## config.mk

```make
export PLATFORM = sky130hd
export DESIGN_NAME = link_traffic_statistics
export DESIGN_NICKNAME = d
export VERILOG_FILES = /design/src/sv/lts_pkg.sv /design/src/sv/lts_front.sv /design/src/sv/lts_queue.sv /design/src/sv/lts_div.sv /design/src/sv/lts_back.sv /design/src/sv/link_traffic_statistics.sv
export SDC_FILE = /design/constraint.sdc
export NUM_CORES = 2
export LEC_CHECK = 0
export BUFFER_PORTS_ARGS = -buffer_cell sky130_fd_sc_hd__buf_2
export CAP_MARGIN = 20
export CORE_MARGIN = 2
export CORE_UTILIZATION = 40
export DETAILED_ROUTE_END_ITERATION = 16
export PLACE_DENSITY_LB_ADDON = 0.3
export SYNTH_ARGS = -nofsm -noshare
export SYNTH_HDL_FRONTEND = slang
export SYNTH_SLANG_ARGS = --single-unit
```

## constraint.sdc

```tcl
create_clock -name clk_i -period 24.7 [get_ports clk_i]
set_clock_uncertainty 0.1 [all_clocks]
set_input_delay 4.94 -clock clk_i [delete_from_list [all_inputs] [get_ports clk_i]]
set_output_delay 4.94 -clock clk_i [all_outputs]
set_load 0.01 [all_outputs]
```

## src/sv/lts_pkg.sv

```systemverilog
// Shared types, codes and helper functions for the link traffic statistics block.
package lts_pkg;

  localparam logic [31:0] ALL_ONES = 32'hFFFF_FFFF;

  // Command queue between the decoder and the execution unit
  localparam int QUEUE_DEPTH = 4;
  localparam int QPTR_W      = 2;
  localparam int QCNT_W      = 3;

  // Input operation codes
  typedef enum logic [3:0] {
    OP_ADD_TX_BYTES = 4'd0,
    OP_ADD_RX_BYTES = 4'd1,
    OP_SIZE_TX      = 4'd2,
    OP_SIZE_RX      = 4'd3,
    OP_ADD_TX_PKTS  = 4'd4,
    OP_ADD_RX_PKTS  = 4'd5,
    OP_RTT          = 4'd6,
    OP_TICK         = 4'd7,
    OP_CLEAR        = 4'd8
  } op_e;

  // Decoded command kinds
  typedef enum logic [3:0] {
    K_ADD_TX_BYTES = 4'd0,
    K_ADD_RX_BYTES = 4'd1,
    K_SIZE_TX      = 4'd2,
    K_SIZE_RX      = 4'd3,
    K_ADD_TX_PKTS  = 4'd4,
    K_ADD_RX_PKTS  = 4'd5,
    K_RTT          = 4'd6,
    K_TICK         = 4'd7,
    K_CLEAR        = 4'd8,
    K_NOP          = 4'd15
  } kind_e;

  typedef struct packed {
    kind_e       kind;
    logic [31:0] arg;
  } cmd_t;

  typedef struct packed {
    logic empty;
    logic full;
  } q_stat_t;

  typedef struct packed {
    logic dividing;
  } back_stat_t;

  // (a + b) >> 1 with a 33-bit sum
  function automatic logic [31:0] halve_sum(input logic [31:0] a, input logic [31:0] b);
    logic [32:0] s;
    s = {1'b0, a} + {1'b0, b};
    return s[32:1];
  endfunction

  // Halving average; an empty average takes the sample as is
  function automatic logic [31:0] blend(input logic [31:0] avg, input logic [31:0] sample);
    return (avg == 32'd0) ? sample : halve_sum(sample, avg);
  endfunction

endpackage

```

## src/sv/lts_front.sv

```systemverilog
// Input stage: registers one beat and decodes it into a command for the queue.
module lts_front (
  input  logic           clk_i,
  input  logic           rst_ni,
  input  logic           in_valid_i,
  output logic           in_stall_o,
  input  logic [3:0]     operation_i,
  input  logic [31:0]    amount_i,
  input  logic [31:0]    rtt_value_i,
  input  logic [31:0]    elapsed_time_i,
  input  lts_pkg::q_stat_t q_stat_i,
  output logic           q_push_o,
  output lts_pkg::cmd_t  q_cmd_o
);

  logic          valid_q, valid_d;
  lts_pkg::cmd_t cmd_q, cmd_d;
  logic          in_acc;

  assign in_stall_o = valid_q & q_stat_i.full;
  assign in_acc     = in_valid_i & ~in_stall_o;
  assign q_push_o   = valid_q & ~q_stat_i.full;
  assign q_cmd_o    = cmd_q;

  always_comb begin
    cmd_d.arg = amount_i;
    case (operation_i)
      lts_pkg::OP_ADD_TX_BYTES: cmd_d.kind = lts_pkg::K_ADD_TX_BYTES;
      lts_pkg::OP_ADD_RX_BYTES: cmd_d.kind = lts_pkg::K_ADD_RX_BYTES;
      lts_pkg::OP_SIZE_TX:      cmd_d.kind = lts_pkg::K_SIZE_TX;
      lts_pkg::OP_SIZE_RX:      cmd_d.kind = lts_pkg::K_SIZE_RX;
      lts_pkg::OP_ADD_TX_PKTS:  cmd_d.kind = lts_pkg::K_ADD_TX_PKTS;
      lts_pkg::OP_ADD_RX_PKTS:  cmd_d.kind = lts_pkg::K_ADD_RX_PKTS;
      lts_pkg::OP_RTT: begin
        cmd_d.kind = lts_pkg::K_RTT;
        cmd_d.arg  = rtt_value_i;
      end
      lts_pkg::OP_TICK: begin
        cmd_d.kind = lts_pkg::K_TICK;
        cmd_d.arg  = elapsed_time_i;
      end
      lts_pkg::OP_CLEAR: begin
        cmd_d.kind = lts_pkg::K_CLEAR;
        cmd_d.arg  = 32'd0;
      end
      default: begin
        cmd_d.kind = lts_pkg::K_NOP;
        cmd_d.arg  = 32'd0;
      end
    endcase
  end

  // Hold the beat while the queue is full
  assign valid_d = in_acc | (valid_q & q_stat_i.full);

  always_ff @(posedge clk_i or negedge rst_ni) begin
    if (!rst_ni) begin
      valid_q <= 1'b0;
    end else begin
      valid_q <= valid_d;
    end
  end

  always_ff @(posedge clk_i) begin
    if (in_acc) begin
      cmd_q <= cmd_d;
    end
  end

endmodule

```

## src/sv/lts_queue.sv

```systemverilog
// Small command FIFO between the decoder and the execution unit.
module lts_queue (
  input  logic             clk_i,
  input  logic             rst_ni,
  input  logic             push_i,
  input  lts_pkg::cmd_t    push_cmd_i,
  input  logic             pop_i,
  output lts_pkg::cmd_t    head_o,
  output lts_pkg::q_stat_t stat_o
);

  lts_pkg::cmd_t                 mem_q [lts_pkg::QUEUE_DEPTH];
  logic [lts_pkg::QPTR_W-1:0]    wptr_q, wptr_d, rptr_q, rptr_d;
  logic [lts_pkg::QCNT_W-1:0]    count_q, count_d;
  logic                          do_push, do_pop;

  assign stat_o.empty = (count_q == '0);
  assign stat_o.full  = (count_q == lts_pkg::QCNT_W'(lts_pkg::QUEUE_DEPTH));
  assign do_push      = push_i & ~stat_o.full;
  assign do_pop       = pop_i & ~stat_o.empty;
  assign head_o       = mem_q[rptr_q];

  always_comb begin
    wptr_d  = do_push ? wptr_q + 1'b1 : wptr_q;
    rptr_d  = do_pop ? rptr_q + 1'b1 : rptr_q;
    count_d = count_q;
    if (do_push && !do_pop) begin
      count_d = count_q + 1'b1;
    end else if (do_pop && !do_push) begin
      count_d = count_q - 1'b1;
    end
  end

  always_ff @(posedge clk_i or negedge rst_ni) begin
    if (!rst_ni) begin
      wptr_q  <= '0;
      rptr_q  <= '0;
      count_q <= '0;
    end else begin
      wptr_q  <= wptr_d;
      rptr_q  <= rptr_d;
      count_q <= count_d;
    end
  end

  always_ff @(posedge clk_i) begin
    if (do_push) begin
      mem_q[wptr_q] <= push_cmd_i;
    end
  end

endmodule

```

## src/sv/lts_div.sv

```systemverilog
// Radix-2 restoring divider for the send rate, quotient saturated at 32 bits.
module lts_div #(
  parameter int FRAC_BITS = 16
) (
  input  logic        clk_i,
  input  logic        rst_ni,
  input  logic        start_i,
  input  logic [31:0] numer_i,
  input  logic [31:0] denom_i,
  output logic        done_o,
  output logic [31:0] quot_o
);

  localparam int DW    = 32 + FRAC_BITS;
  localparam int CNT_W = $clog2(DW + 1);

  logic [DW-1:0]    quo_q, quo_d;
  logic [31:0]      rem_q, rem_d;
  logic [31:0]      den_q;
  logic [CNT_W-1:0] cnt_q, cnt_d;
  logic             busy_q, busy_d, done_q, done_d;
  logic [32:0]      rem_sh, rem_sub;
  logic             fits;

  assign rem_sh  = {rem_q, quo_q[DW-1]};
  assign rem_sub = rem_sh - {1'b0, den_q};
  assign fits    = (rem_sh >= {1'b0, den_q});

  always_comb begin
    quo_d  = quo_q;
    rem_d  = rem_q;
    cnt_d  = cnt_q;
    busy_d = busy_q;
    done_d = done_q;
    if (start_i) begin
      quo_d  = {numer_i, {FRAC_BITS{1'b0}}};
      rem_d  = '0;
      cnt_d  = CNT_W'(DW);
      busy_d = 1'b1;
      done_d = 1'b0;
    end else if (busy_q) begin
      // remainder stays below the divisor, so 32 bits hold it
      rem_d  = fits ? rem_sub[31:0] : rem_sh[31:0];
      quo_d  = {quo_q[DW-2:0], fits};
      cnt_d  = cnt_q - 1'b1;
      if (cnt_q == CNT_W'(1)) begin
        busy_d = 1'b0;
        done_d = 1'b1;
      end
    end
  end

  always_ff @(posedge clk_i or negedge rst_ni) begin
    if (!rst_ni) begin
      busy_q <= 1'b0;
      done_q <= 1'b0;
      cnt_q  <= '0;
    end else begin
      busy_q <= busy_d;
      done_q <= done_d;
      cnt_q  <= cnt_d;
    end
  end

  always_ff @(posedge clk_i) begin
    quo_q <= quo_d;
    rem_q <= rem_d;
    if (start_i) begin
      den_q <= denom_i;
    end
  end

  assign done_o = done_q;
  assign quot_o = (|quo_q[DW-1:32]) ? lts_pkg::ALL_ONES : quo_q[31:0];

endmodule

```

## src/sv/lts_back.sv

```systemverilog
// Execution unit: applies queued commands to the statistics and drives the result register.
module lts_back #(
  parameter int FRAC_BITS = 16
) (
  input  logic                clk_i,
  input  logic                rst_ni,
  input  lts_pkg::cmd_t       cmd_i,
  input  lts_pkg::q_stat_t    q_stat_i,
  output logic                q_pop_o,
  output lts_pkg::back_stat_t stat_o,
  output logic                out_valid_o,
  input  logic                out_stall_i,
  output logic [31:0]         echo_value_o,
  output logic [31:0]         total_bytes_sent_o,
  output logic [31:0]         total_bytes_recv_o,
  output logic [31:0]         total_packets_sent_o,
  output logic [31:0]         total_packets_recv_o,
  output logic [31:0]         send_rate_o,
  output logic [31:0]         mean_rtt_o
);

  typedef enum logic [1:0] {
    ST_IDLE = 2'b01,
    ST_DIV  = 2'b10
  } state_e;

  state_e      state_q, state_d;

  logic [31:0] bst_q, bst_d, brt_q, brt_d;
  logic [31:0] pst_q, pst_d, prt_q, prt_d;
  logic [31:0] blt_q, blt_d, abd_q, abd_d, rate_q, rate_d;
  logic [31:0] lsz_q [2];
  logic [31:0] lsz_d [2];
  logic [31:0] ssz_q [2];
  logic [31:0] ssz_d [2];
  logic [31:0] msz_q [2];
  logic [31:0] msz_d [2];
  logic [31:0] lrtt_q, lrtt_d, srtt_q, srtt_d, artt_q, artt_d;

  logic        out_valid_q, out_valid_d;
  logic        out_free, out_load;
  logic [31:0] echo;
  logic        dir;
  logic [31:0] delta;
  logic        div_start, div_done;
  logic [31:0] div_quot;

  assign out_free = ~out_valid_q | ~out_stall_i;
  assign dir      = (cmd_i.kind == lts_pkg::K_SIZE_RX);
  assign delta    = bst_q - blt_q;
  assign stat_o.dividing = (state_q == ST_DIV);

  always_comb begin
    if (cmd_i.kind inside {lts_pkg::K_ADD_TX_BYTES, lts_pkg::K_ADD_RX_BYTES,
                           lts_pkg::K_SIZE_TX, lts_pkg::K_SIZE_RX,
                           lts_pkg::K_ADD_TX_PKTS, lts_pkg::K_ADD_RX_PKTS}) begin
      echo = cmd_i.arg;
    end else if (cmd_i.kind == lts_pkg::K_CLEAR) begin
      echo = lts_pkg::ALL_ONES;
    end else begin
      echo = 32'd0;
    end
  end

  always_comb begin
    state_d   = state_q;
    q_pop_o   = 1'b0;
    out_load  = 1'b0;
    div_start = 1'b0;
    bst_d = bst_q;  brt_d = brt_q;  pst_d = pst_q;  prt_d = prt_q;
    blt_d = blt_q;  abd_d = abd_q;  rate_d = rate_q;
    lsz_d = lsz_q;  ssz_d = ssz_q;  msz_d = msz_q;
    lrtt_d = lrtt_q;  srtt_d = srtt_q;  artt_d = artt_q;

    case (state_q)
      ST_IDLE: begin
        if (!q_stat_i.empty && out_free) begin
          q_pop_o  = 1'b1;
          out_load = 1'b1;
          case (cmd_i.kind)
            lts_pkg::K_ADD_TX_BYTES: bst_d = bst_q + cmd_i.arg;
            lts_pkg::K_ADD_RX_BYTES: brt_d = brt_q + cmd_i.arg;
            lts_pkg::K_ADD_TX_PKTS:  pst_d = pst_q + cmd_i.arg;
            lts_pkg::K_ADD_RX_PKTS:  prt_d = prt_q + cmd_i.arg;
            lts_pkg::K_SIZE_TX, lts_pkg::K_SIZE_RX: begin
              if (lsz_q[dir] <= cmd_i.arg) lsz_d[dir] = cmd_i.arg;
              if (cmd_i.arg <= ssz_q[dir]) ssz_d[dir] = cmd_i.arg;
              msz_d[dir] = lts_pkg::blend(msz_q[dir], cmd_i.arg);
            end
            lts_pkg::K_RTT: begin
              if (lrtt_q <= cmd_i.arg) lrtt_d = cmd_i.arg;
              if (cmd_i.arg <= srtt_q) srtt_d = cmd_i.arg;
              artt_d = lts_pkg::blend(artt_q, cmd_i.arg);
            end
            lts_pkg::K_TICK: begin
              if (cmd_i.arg != 32'd0) begin
                blt_d     = bst_q;
                abd_d     = lts_pkg::halve_sum(delta, abd_q);
                div_start = 1'b1;
                out_load  = 1'b0;
                state_d   = ST_DIV;
              end
            end
            lts_pkg::K_CLEAR: begin
              bst_d = '0;  brt_d = '0;  pst_d = '0;  prt_d = '0;
              blt_d = '0;  abd_d = '0;  rate_d = '0;
              lsz_d[0] = '0;  lsz_d[1] = '0;
              ssz_d[0] = lts_pkg::ALL_ONES;  ssz_d[1] = lts_pkg::ALL_ONES;
              msz_d[0] = '0;  msz_d[1] = '0;
              lrtt_d = '0;  srtt_d = lts_pkg::ALL_ONES;  artt_d = '0;
            end
            default: ;
          endcase
        end
      end
      ST_DIV: begin
        // the divider holds its quotient until the result slot frees up
        if (div_done && out_free) begin
          rate_d   = div_quot;
          out_load = 1'b1;
          state_d  = ST_IDLE;
        end
      end
      default: state_d = ST_IDLE;
    endcase
  end

  assign out_valid_d = out_load | (out_valid_q & out_stall_i);

  lts_div #(
    .FRAC_BITS (FRAC_BITS)
  ) u_div (
    .clk_i   (clk_i),
    .rst_ni  (rst_ni),
    .start_i (div_start),
    .numer_i (abd_d),
    .denom_i (cmd_i.arg),
    .done_o  (div_done),
    .quot_o  (div_quot)
  );

  always_ff @(posedge clk_i or negedge rst_ni) begin
    if (!rst_ni) begin
      state_q     <= ST_IDLE;
      out_valid_q <= 1'b0;
      bst_q <= '0;  brt_q <= '0;  pst_q <= '0;  prt_q <= '0;
      blt_q <= '0;  abd_q <= '0;  rate_q <= '0;
      lsz_q[0] <= '0;  lsz_q[1] <= '0;
      ssz_q[0] <= lts_pkg::ALL_ONES;  ssz_q[1] <= lts_pkg::ALL_ONES;
      msz_q[0] <= '0;  msz_q[1] <= '0;
      lrtt_q <= '0;  srtt_q <= lts_pkg::ALL_ONES;  artt_q <= '0;
    end else begin
      state_q     <= state_d;
      out_valid_q <= out_valid_d;
      bst_q <= bst_d;  brt_q <= brt_d;  pst_q <= pst_d;  prt_q <= prt_d;
      blt_q <= blt_d;  abd_q <= abd_d;  rate_q <= rate_d;
      lsz_q <= lsz_d;  ssz_q <= ssz_d;  msz_q <= msz_d;
      lrtt_q <= lrtt_d;  srtt_q <= srtt_d;  artt_q <= artt_d;
    end
  end

  // Result register takes the totals as they stand after the event
  always_ff @(posedge clk_i) begin
    if (out_load) begin
      echo_value_o         <= (state_q == ST_DIV) ? 32'd0 : echo;
      total_bytes_sent_o   <= bst_d;
      total_bytes_recv_o   <= brt_d;
      total_packets_sent_o <= pst_d;
      total_packets_recv_o <= prt_d;
      send_rate_o          <= rate_d;
      mean_rtt_o           <= artt_d;
    end
  end

  assign out_valid_o = out_valid_q;

endmodule

```

## src/sv/link_traffic_statistics.sv

```systemverilog
// Top level of the link traffic statistics block.
// Each input beat is one statistics event and yields exactly one result beat, in order.
// Events pass an input register and a four-entry command queue, then the execution
// unit applies one event per cycle while the result register is not stalled, so byte,
// packet, size, round-trip and clear events sustain one beat per cycle. A rate tick
// with nonzero elapsed time runs a one-bit-per-cycle divider over 32 + FRAC_BITS
// quotient bits and occupies the execution unit until the quotient is taken into the
// result register; the queue keeps taking input beats meanwhile until it fills.
module link_traffic_statistics #(
  parameter int FRAC_BITS = 16
) (
  input  logic        clk_i,
  input  logic        rst_ni,
  input  logic        in_valid_i,
  output logic        in_stall_o,
  input  logic [3:0]  operation_i,
  input  logic [31:0] amount_i,
  input  logic [31:0] rtt_value_i,
  input  logic [31:0] elapsed_time_i,
  output logic        out_valid_o,
  input  logic        out_stall_i,
  output logic [31:0] echo_value_o,
  output logic [31:0] total_bytes_sent_o,
  output logic [31:0] total_bytes_recv_o,
  output logic [31:0] total_packets_sent_o,
  output logic [31:0] total_packets_recv_o,
  output logic [31:0] send_rate_o,
  output logic [31:0] mean_rtt_o
);

  lts_pkg::q_stat_t    q_stat;
  lts_pkg::cmd_t       push_cmd, head_cmd;
  lts_pkg::back_stat_t back_stat;
  logic                q_push, q_pop;

  lts_front u_front (
    .clk_i          (clk_i),
    .rst_ni         (rst_ni),
    .in_valid_i     (in_valid_i),
    .in_stall_o     (in_stall_o),
    .operation_i    (operation_i),
    .amount_i       (amount_i),
    .rtt_value_i    (rtt_value_i),
    .elapsed_time_i (elapsed_time_i),
    .q_stat_i       (q_stat),
    .q_push_o       (q_push),
    .q_cmd_o        (push_cmd)
  );

  lts_queue u_queue (
    .clk_i      (clk_i),
    .rst_ni     (rst_ni),
    .push_i     (q_push),
    .push_cmd_i (push_cmd),
    .pop_i      (q_pop),
    .head_o     (head_cmd),
    .stat_o     (q_stat)
  );

  lts_back #(
    .FRAC_BITS (FRAC_BITS)
  ) u_back (
    .clk_i                (clk_i),
    .rst_ni               (rst_ni),
    .cmd_i                (head_cmd),
    .q_stat_i             (q_stat),
    .q_pop_o              (q_pop),
    .stat_o               (back_stat),
    .out_valid_o          (out_valid_o),
    .out_stall_i          (out_stall_i),
    .echo_value_o         (echo_value_o),
    .total_bytes_sent_o   (total_bytes_sent_o),
    .total_bytes_recv_o   (total_bytes_recv_o),
    .total_packets_sent_o (total_packets_sent_o),
    .total_packets_recv_o (total_packets_recv_o),
    .send_rate_o          (send_rate_o),
    .mean_rtt_o           (mean_rtt_o)
  );

  // no command leaves the queue while a rate division is in flight
  a_no_pop_while_div: assert property (@(posedge clk_i) disable iff (!rst_ni)
    back_stat.dividing |-> !q_pop)
    else $error("command popped during rate division");

  a_pop_not_empty: assert property (@(posedge clk_i) disable iff (!rst_ni)
    q_pop |-> !q_stat.empty)
    else $error("pop from empty command queue");

  a_push_not_full: assert property (@(posedge clk_i) disable iff (!rst_ni)
    q_push |-> !q_stat.full)
    else $error("push into full command queue");

  a_out_hold: assert property (@(posedge clk_i) disable iff (!rst_ni)
    out_valid_o && out_stall_i |=> out_valid_o && $stable(total_bytes_sent_o))
    else $error("stalled result beat changed");

endmodule
```

---- Word-level counts from Yosys, hierarchy flattened ----
Memories as Yosys holds them, arrays and structs flattened.
Cells that the tools add are included.
W data, S select, Z words.
operators by class
  eq/ne operators ......................... 25
  mux-type cells .......................... 62
  reductions and logical operators ........ 22
  bitwise logic cells ..................... 14
  $lt $le $gt $ge ......................... 1
  add/subtract/negate cells ............... 13
operator list
  kind                  count
  $mux W32              22
  $pmux W32 S2          8
  $add A32 B32 Y32      4
  $mux W48              2
  $pmux W32 S3          1
  $add A32 B32 Y33      2
  $sub A32 B32 Y32      2
  $pmux W4 S9           1
  $ge A33 B32 Y1        1
  $eq A4 B3 Y1 const B  8
  $logic_not A32 Y1     1
  $reduce_bool A32 Y1   1
  $mux W1               18
  $eq A4 B2 Y1 const B  4
  $reduce_or A16 Y1     1
  $mux W6               2
  $eq A4 B1 Y1 const B  2
  $eq A4 B4 Y1 const B  2
  $logic_not A4 Y1      2
  $mux W2               4
  $ne A2 B1 Y1 const B  4
  $reduce_and A4 Y1     2
  $reduce_bool A2 Y1    4
  $and A1 B1 Y1         6
  other kinds (20)      33
storage, ports and cells
  logic and storage cells ................. 168
  memories kept ........................... 1
  RAM bits ................................ 144
  output and inout bits ................... 226
  register bits after elaboration ......... 647
memories
  memory         depth  bits a word  rd ports  clocked after Yosys merged registers in  write ports  line             RTL
  u_queue.mem_q  4      36           1         0                                        1            lts_queue.sv:12  lts_pkg::cmd_t mem_q [lts_pkg::QUEUE_DEPTH];

---- Logic depth before layout (Yosys ltp) ----
  word-level depth ........................ 9
  mapped depth ............................ 26
  mapped depth without buffers ............ 26

---- Modules after synthesis ----
From an unflattened synthesis, not the netlist that was laid out.
unflattened totals
  cell total of the unflattened synthesis .. 3697
  area total of the unflattened synthesis .. 41868.9 um2
modules (own cells, without submodules)
  module     times used  area an instance (um2)  seq. area each (um2)  cells an instance
  lts_back   1           27485.1                 13208.9               2669
  lts_div    1           6668.9                  3083.0                679
  lts_queue  1           5635.4                  4499.3                224
  lts_front  1           2079.5                  1106.1                125

---- Worst setup path after synthesis ----
OpenSTA, ideal clock, no wires.
  path kind ............................... input -> register
  start point ............................. input port out_stall_i
  end point ............................... register u_back.echo_value_o[0] (enable)
  stages on the path ...................... 6
  arrival ................................. 21.935 ns
  data required time ...................... 23.463 ns
  path slack .............................. 1.527 ns
  cell sequence ........................... nand2_1 > o31a_1 > and2_1 > clkbuf_1 > inv_1 > o31ai_1
on the way
  longest elaborated chain between the ends .. 5
  elaborated cells on any way between the ends .. 7
RTL lines
  element                                 line                             RTL
  start, declared                         link_traffic_statistics.sv:21    input logic out_stall_i,
  $not A1 Y1 *                            lts_back.sv:48                   assign out_free = ~out_valid_q | ~out_stall_i;
  $or A1 B1 Y1 *                          lts_back.sv:48
  $logic_and A1 B1 Y1 (on tied branches)  lts_back.sv:118, lts_back.sv:77
  $mux W1 (on tied branches)              lts_back.sv:118, lts_back.sv:77
  $pmux W1 S2 *                           lts_back.sv:75                   case (state_q)
  via u_back.out_load                     lts_back.sv:41                   logic out_free, out_load;
  end signal, assigned                    lts_back.sv:165                  echo_value_o <= (state_q == ST_DIV) ? 32'd0 : echo;
  end, declared                           lts_back.sv:13                   output logic [31:0] echo_value_o,
The timed path passes the listed nets; every way through them passes the cells marked *.
A chain may end at the register's enable or synchronous reset.

---- Final worst setup path ----
  start point ............................. input port out_stall_i
  end point ............................... register u_back.u_div.quo_q[21] (enable)
on the way
  longest elaborated chain between the ends .. 6
RTL lines
  element                       line            RTL
  $not A1 Y1                    lts_back.sv:48
  $or A1 B1 Y1                  lts_back.sv:48
  $logic_and A1 B1 Y1           lts_back.sv:77  if (!q_stat_i.empty && out_free) begin
  $mux W1                       lts_back.sv:77
  $mux W1                       lts_back.sv:75
  $reduce_bool A2 Y1 (no line)  --
  end signal, assigned          lts_div.sv:66   quo_q <= quo_d;
  end, declared                 lts_div.sv:17   logic [DW-1:0] quo_q, quo_d;
Every way passes these cells.

==> flow_summary_export.csv <==
group,metric,value,unit
run_status,status,"finished clean",
critical_path,cpLargestDelayFamily,"buffers and inverters",
timing,final.setup.tns,0,ps
critical_path,critical-path-max-stage-delay,690,ps
place,globalplace.congestion,0.885,
clock_network,post_cts_resized,0,
layout,drive_gt1_share,14.0,%
flow_run,maxCapViolations,0,
floorplan,pin_count,330,
timing,rsz0062_at_grt,"no",
critical_path,cp_max_fo,72,
floorplan,coreArea,103000,um^2
timing,fmax,0.129,GHz
timing,maxSlewHeadroom,30.3,%
drt,wl,115000,um
critical_path,r2r_start,"u_queue.rptr_q[0]$_DFFE_PN0P_",
place,port_buffers,329,
critical_path,cp_slowest_cell,"buf_4",
floorplan,die_w,326,um
synth,synth-seq-cells,791,
synth,async_flop_share,34.8,%
critical_path,crit_start,"out_stall_i",
global_route,grt_pass1_vias,29329,
synth,syn_inst,3828,
critical_path,crit_end,"u_back.u_div.quo_q[21]$_DFFE_PP_",
synth,synth_seq_area_share,52.8,%
drt,viasPerCell,5.45,
clock_network,clk_pin_slew,60,ps
clock_network,clkSinkCount,791,
timing,period_needed,7720,ps
floorplan,start_util,40.2,%
drt,drcViolationCount,0,
global_route,grt_overflow,0,
synth,synth_edf_count,468,
place,dp_hpwl,78800,um
clock_network,cts_buffer_depth,3,
clock_network,clock_latency,670,ps
critical_path,cp-start-kind,"primary input",
layout,fillers,9533,
clock_network,cts_tree,"built",
synth,synth.cell_area,41500,um^2
critical_path,reg2reg_depth,13,
timing,setup_viol,0,
layout,largest_register_ff_count,144,
critical_path,reg2reg_to,"u_back.total_bytes_sent_o[29]$_DFFE_PP_",
clock_network,clockRootBuffer,"clkbuf_16",
critical_path,r2r_slack,18800,ps
min_path,hp-class,"reg -> reg",
critical_path,crit_type,"in -> reg",
global_route,grt_pass1_wl,174000,um
global_route,antenna_found_initial,3,
critical_path,cp.depth,12,
global_route,grt_max_degree,104,
floorplan,num_rows,118,
floorplan,die-area,106000,um^2
global_route,grtUsageTotal,21.3,%
clock_network,cts_made_buffers,87,
synth,syn_avg_cell_area,10.8,um^2
layout,final_nets,4513,
drt,drt-pass1-iter-count,5,
timing,finalHoldViolations,0,
drt,wl_per_cell,20.5,um
clock_network,ctsHoldBuffers,0,
drt,first_iter_violations,2252,
layout,area_growth,14.7,%
critical_path,crit_path_end_kind,"flip-flop",
critical_path,critPathRequiredTime,24900,ps
critical_path,crit_buf_inv,5,
synth,synth_cell_types,85,
synth,synth_warnings,0,
floorplan,die_h,326,um
synth,synth_ff_type,"edfxtp_1",
drt,dr_total_vias,30465,
drt,antenna_left,0,
timing,drv_slew,0,
clock_network,htreeDepth,3,
timing,worst_slew_pin_slew,1040,ps
timing,fin_crit_sh,31.3,%
critical_path,crit_arrival,7930,ps
critical_path,path_cells,"buf_2 > nand2_1 > o31a_1 > and2_1 > inv_1 > nor2_1 > nand2_1 > nor2_4 > buf_4 > nor2_1 > inv_1 > buf_4",
layout,regMostFlops,"u_queue.mem_q",
synth,syn-num-nets,4202,
clock_network,post_cts_buffers,0,
==> Yosys cell counts (16+ instances only) <==
library cell	count	area, um^2
edfxtp_1	468	14100
nand2_1	406	1520
o21ai_0	315	1580
nor2_1	289	1080
dfrtp_1	274	6860
a21oi_1	273	1370
ha_1	261	3270
nand3_1	147	736
a21o_1	137	1030
inv_1	132	495
xnor2_1	116	1020
clkbuf_1	106	398
xor2_1	105	920
a211oi_1	77	578
mux2i_1	56	561
dfxtp_1	48	961
nand2b_1	43	269
a31oi_1	42	263
nor3_1	39	195
mux4_2	36	811
nor2b_1	33	206
o21bai_1	33	248
o21a_1	30	225
nor4_1	26	163
nand4_1	25	156
o31ai_1	21	158
buf_1	20	75.1
and3_1	19	119
buf_2	19	95.1
and2_1	16	100
==> cell usage in the layout, fill, tap and decap left out, drive strengths merged, types with 33 or more instances in the layout <==
master,instances
nand3,149
nand2,406
ha,261
nor2,289
inv,135
nand2b,43
a31oi,42
mux4,36
nor3,41
edfxtp,468
xor2,105
a211oi,77
mux2i,56
o21ai,320
xnor2,116
o21bai,33
buf,370
a21o,137
a21oi,273
clkbuf,122
dfxtp,48
dfrtp,274
nor2b,33
==> cell type report <==
cell class              count  area (um^2)  share of cell area [%]
diodes                      1         2.50                 0.00526
clock buffers             122         2480                    5.22
clock inverters            42          415                   0.873
inverters                 133          499                    1.05
multi-input cells        2756        18600                    39.0
flip-flops and latches    791        21900                    46.1
well taps                1380         1730                    3.63
repair buffers            370         1970                    4.15
==> metal layers <==
| metal | share of wire, % | global-route usage [%] | routed length, um | up-vias |
|---|---|---|---|---|
| li1 | - | - | - | 14758 |
| met2 | 47 | 34.9 | 53600 | 928 |
| met1 | 43 | 28.2 | 49500 | 14575 |
| met3 | 6.8 | 4.10 | 7780 | 198 |
| met4 | 3.4 | 7.46 | 3940 | 6 |
| met5 | 0.047 | 0 | 54 | - |
==> worst min-delay path by stage <==
| stage | startpoint | endpoint | slack (ps) | depth (start not counted) |
|---|---|---|---|---|
| final | u_back.blt_q[13]$_DFFE_PN0P_ | u_back.blt_q[13]$_DFFE_PN0P_ | 380 | 2 |
| after global routing | u_back.blt_q[9]$_DFFE_PN0P_ | u_back.blt_q[9]$_DFFE_PN0P_ | 400 | 2 |
| after CTS | u_back.blt_q[8]$_DFFE_PN0P_ | u_back.blt_q[8]$_DFFE_PN0P_ | 380 | 2 |
| after detailed placement | u_back.blt_q[10]$_DFFE_PN0P_ | u_back.blt_q[10]$_DFFE_PN0P_ | 370 | 2 |
| after global placement | u_back.blt_q[11]$_DFFE_PN0P_ | u_back.blt_q[11]$_DFFE_PN0P_ | 360 | 2 |
| after floorplan | u_back.abd_q[31]$_DFF_PN0_ | u_back.abd_q[31]$_DFF_PN0_ | 350 | 2 |
==> kinds of logic after synthesis <==
logic type / count (synthesis) / synth area share (%)
buffers and inverters: 281 / 2.65
AO/OA/AOI/OAI: 1072 / 16.2
AND/OR/NAND/NOR: 1099 / 12.0
adder cells (fa/ha/maj): 270 / 8.31
XOR/XNOR: 221 / 4.67
multiplexers: 94 / 3.36
flip-flops: 791 / 52.8
==> worst min-delay path, stage by stage, from the launching register on <==
cell     delay, ps
dfrtp_1        340
nand2_1         40
o21ai_0         60
==> through the flow <==
step	hold slack, ps	std cells	util, %	area (um^2)	setup slack (ps)
3_5_place_dp	370	5428	43.2	44600	16260
6_report	378	5595	46.1	47600	16980
2_1_floorplan	345	3828	-	41500	1530
4_1_cts	384	5592	46.1	47500	16970
3_3_place_gp	362	5428	43.2	44600	16360
5_1_grt	400	5594	46.1	47600	16710
Power is left out: the tool's default activity adds up to more than one toggle a clock period on the data nets, which glitch-free logic cannot reach.
